[config.mk]
export PLATFORM = sky130hd
export DESIGN_NAME = sfs_cell
export DESIGN_NICKNAME = d
export VERILOG_FILES = /design/src/design/sfs_pkg.sv /design/src/design/sfs_cell.sv
export SDC_FILE = /design/constraint.sdc
export NUM_CORES = 1
export LEC_CHECK = 0
export ABC_AREA = 1
export ABC_CLOCK_PERIOD_IN_PS = 5400
export BUFFER_PORTS_ARGS = -buffer_cell sky130_fd_sc_hd__buf_4
export CORE_UTILIZATION = 35
export CTS_BUF_LIST = sky130_fd_sc_hd__clkbuf_8
export DETAILED_ROUTE_END_ITERATION = 10
export MAX_ROUTING_LAYER = met4
export PLACE_DENSITY = 0.7
export SLEW_MARGIN = 5
export SYNTH_ARGS = -nofsm -noshare
export SYNTH_HDL_FRONTEND = slang
export SYNTH_SLANG_ARGS = --single-unit
[constraint.sdc]
create_clock -name clk -period 5.4 [get_ports clk]
set_input_delay 1.62 -clock clk [delete_from_list [all_inputs] [get_ports clk]]
set_output_delay 1.62 -clock clk [all_outputs]
set_load 0.01 [all_outputs]
[src/design/sfs_pkg.sv]
// ----------------------------------------------------------------------------
// Sensor frame sync package
// Shared types, constants and helpers for the five-byte frame checker.
// ----------------------------------------------------------------------------
package sfs_pkg;

  typedef logic [7:0] byte_t;

  // Window cells ahead of the byte that closes a frame
  localparam int unsigned WinDepth = 4;

  localparam byte_t ID_RESET  = 8'd163;
  localparam byte_t CH_MAX    = 8'd31;
  localparam byte_t CH_BCAST  = 8'd255;

  // Control shared by every cell of the window chain
  typedef struct packed {
    logic shift;  // take the neighbor's byte
    logic clear;  // empty the cell
  } cell_ctrl_t;

  function automatic logic channel_known(input byte_t ch);
    channel_known = ((ch != 8'd0) && (ch <= CH_MAX)) || (ch == CH_BCAST);
  endfunction

endpackage

[src/design/sfs_cell.sv]
// ----------------------------------------------------------------------------
// Sensor frame sync window cell
// Holds one byte and its valid flag, shifts toward the oldest end, and
// adds its byte to the running checksum passed down the chain.
// ----------------------------------------------------------------------------
module sfs_cell
  import sfs_pkg::*;
(
  input  logic       clk,
  input  logic       rst,
  input  cell_ctrl_t ctrl,
  input  byte_t      data_in,
  input  logic       valid_in,
  input  byte_t      sum_in,
  output byte_t      data_q,
  output logic       valid_q,
  output byte_t      sum_out
);

  always_ff @(posedge clk) begin
    if (rst) begin
      valid_q <= 1'b0;
    end else if (ctrl.clear) begin
      valid_q <= 1'b0;
    end else if (ctrl.shift) begin
      valid_q <= valid_in;
    end
  end

  always_ff @(posedge clk) begin
    if (ctrl.shift) begin
      data_q <= data_in;
    end
  end

  // Checksum wraps modulo 256
  assign sum_out = sum_in + data_q;

endmodule

# Yosys cells after proc, flatten, opt, wreduce, memory -nomap -nowiden
# Index checks and enable logic that the tools add are counted.
# word_totals
wordCells	4
ff_bits	9
# classes
n_addsub	1
reduce_logical	1
# ops
op	count
8-bit adder	1
2-bit OR reduction	1

# Depth between registers and ports, before layout
# logic_depth
ltp_word	1
ltp_mapped	10
depth_no_buf	10

# Least setup slack after synthesis
# No wires, ideal clock.
# synth_timing
kind	in2out
start	input port sum_in[0]
end	output port sum_out[4]
path_slack_ns	1.138
stages	8
path_buffers	0
arrival_ns	2.642
required_ns	3.780
cell_sequence	ha_1 > inv_1 > fa_1 > inv_1 > nand2_1 > nand2_1 > nand2_1 > xnor2_1
# synth_via
elab_chain_cells	1
# synth_rtl
item	line_no	source
start, declared	sfs_cell.sv:14	input byte_t sum_in,
8-bit adder	sfs_cell.sv:37	assign sum_out = sum_in + data_q;
end, declared	sfs_cell.sv:17	output byte_t sum_out
# No other way between the ends.

# Worst setup path after layout
# layout_timing
start	input port sum_in[0]
end	output port sum_out[6]
# Same word-level chain as after synthesis.

==> metrics.txt <==
Critical Path End=sum_out[6]; Antenna Cells=0; ranking of synthesized cells by area=edfxtp_1, ha_1, nand2_1; slowest cell delay on critical path=400 ps; hold crit path type=register to register; vias in the first global route=523; Synth Instances=between 70 and 80; Power Dens Cells=254.1 nW/um2; Avg Cell Area, Syn=between 9 and 10 um2; Total Routed Length=1195 um; PortBufs=37; # setup viols final=0; dpl hpwl=1094 um; worst-skew pair later-pin latency=230 ps; post-synthesis sequential area ratio=39.92%; r2r endpoint=valid_q$_SDFFE_PP0P_; VDD IR max=0.2133 mV; FF+latch count, synth=9; Synth-to-Final Area Change=54.32%; CP bufs+invs=4; Final Hold Viols=0; post-route setup TNS=0 ps; Initial Util=37.75%; Routed wire per std cell=slightly below 9 um; most frequent cells in the layout=buf_4, nand2_1, inv_1; ordered list of cells on the worst path=buf_4 -> ha_1 -> inv_1 -> fa_1 -> inv_1 -> nand2_1 -> nand2_1 -> nand3_1 -> nand2_1 -> nand2_1 -> nand2_1 -> buf_4; Net count, final=142; setup bufs post-CTS=0; die area=between 2000 and 2500 um2; r2r setup slk=4790 ps; Most common cell on crit path=nand2_1; CP max FO=2; Levels on crit path=12; CTS tree=built; RePlAce Congestion=0.6867; first-pass GRT wire length=1794 um; multi-input logic area=342.8 um2; htree depth=1; Reg2Reg Depth=2; area share of the largest cell type after synthesis=36.85%; Worst-Margin Slew=207.8 ps; Top Ports=38; via count=a little under 600; fill count=roughly 170; hold wc startpoint=valid_q$_SDFFE_PP0P_; Setup crit start=sum_in[0]; GRT Overall Usage=12.62%; Inserted Clock Buffers=3; Largest delay share family, worst path=adder cells; Critical Path End Type=output port; Iter 0 DRT Violations=5; ANT nets after route=0; Rows=15; skew final=0 ps; f_max=around 0.22 GHz; worst-case clock buffer depth=2; Reg area=260.3 um2; total gr overflow=0; commonest non-fill, non-tap cell in the layout=buf_4; Synth area leader=edfxtp_1; CP arrival=2880 ps; fin. max-slew vios=0; cts hold-fix bufs=0; LEAKAGE=0.0005287 uW; die width=45.16 um; DR vias/cell=4.299; clk slew on worst S/H paths=~40 ps; drc violations=0; critical path's slowest cell=fa_1; initial antenna violation count=0; Crit Path Category=primary input to output port; Finished Core Util=about three fifths; clk root buf=clkbuf_8; share of cells above drive strength 1=a little over two fifths; Worst EP required=3780 ps; Worst R2R Start=valid_q$_SDFFE_PP0P_; worst relative slew slack=86.14%; count of cell types in the netlist=20; RSZ-0062 raised after global routing=false; number of detailed-route iterations in the first pass=3; largest net degree at the start of global routing=10; Max-cap violations=0; synth warn=0; CTS sink count=9; Vert. Die Dim=45.16 um; Mapped Nets=100; synthesized area=651.9 um2; startpoint class of the critical path=primary input; Final period util=between 80% and 90%; status=completed; min cycle time layout=4500 ps; CORE AREA=approximately 1700 um2; quantity of gates resized following cts=0
where the power goes:
| part | total (uW) | switching [uW] | internal [uW] |
|---|---|---|---|
| Sequential | 85.6 | 3.61 | 82.0 |
| Clock | 73.4 | 24.1 | 49.3 |
| Combinational | 96.6 | 44.3 | 52.3 |
cell families (layout without fill, tap and decap cells):
group	Yosys count	after routing	synth area share, %
simple gates	34	34	24.76
compound gates	2	2	1.536
xor+xnor	4	4	8.255
fa+ha+maj	8	8	16.51
buf+inv	13	54	7.485
flops	9	9	39.92
mux	1	1	1.536
metrics by stage:
stage / setup WS (ps) / instance area, um2 / cells / total power [uW] / hold slack (ps)
finish: 900.4 / 1006 / 137 / 255.6 / 541.7
global route: 783.6 / 1006 / 137 / 269.7 / 549.1
CTS: 880.2 / 1006 / 137 / 259.0 / 541.4
detailed placement: 881.2 / 960.9 / 133 / 184.8 / 535.5
global placement: 941.8 / 960.9 / 133 / 183.0 / 509.4
floorplan: 1138 / 651.9 / 71 / 139.1 / 534.5
per-layer routing:
metal | vias up | share of wire [%] | track usage, % | routed length, um
met4 | 0 | 1.4 | 5.455 | 17
li1 | 308 | - | - | -
met5 | - | 0 | - | 0
met1 | 256 | 41 | 13.10 | 494
met3 | 2 | 5.9 | 3.200 | 71
met2 | 23 | 51 | 22.32 | 612
final cells by class:
cell class / count / share of cell area (%)
well taps: 25 / 3.109
clock inverters: 1 / 0.3731
flip-flops and latches: 9 / 25.87
multi-input cells: 49 / 34.08
repair buffers: 37 / 27.61
clock buffers: 3 / 4.104
inverters: 13 / 4.851
worst register-to-register path, delay by kind of cell, from the launching register on:
family           cells  cell delay, ps
flip-flops           1             310
multiplexers         1             130
AND/OR/NAND/NOR      1              50
synthesized netlist by cell type:
| cell | instances |
|---|---|
| ha_1 | 7 |
| xnor2_4 | 1 |
| mux2i_1 | 1 |
| nor2_1 | 2 |
| nand3b_1 | 1 |
| inv_1 | 12 |
| fa_1 | 1 |
| nand3_1 | 4 |
| nand3_2 | 1 |
| nand2_1 | 19 |
| or2_1 | 1 |
| xnor2_1 | 3 |
| nand2_2 | 3 |
| nor2_2 | 1 |
| a21oi_1 | 2 |
| clkinv_1 | 1 |
| nor3_1 | 1 |
| dfxtp_1 | 1 |
| edfxtp_1 | 8 |
| or2_4 | 1 |
worst min path at each step:
stage                                       to  slack, ps  cells past startpoint
after floorplan           valid_q$_SDFFE_PP0P_        530                      2
after global placement    valid_q$_SDFFE_PP0P_        510                      2
after detailed placement  valid_q$_SDFFE_PP0P_        540                      2
after CTS                 valid_q$_SDFFE_PP0P_        540                      2
after global routing      valid_q$_SDFFE_PP0P_        550                      2
final                     valid_q$_SDFFE_PP0P_        540                      2
registers in the layout, summed over array words and instances (netlist names):
register and cells:
valid_q 1, data_q 8
Note: power is estimated with default switching activity, not from simulation.
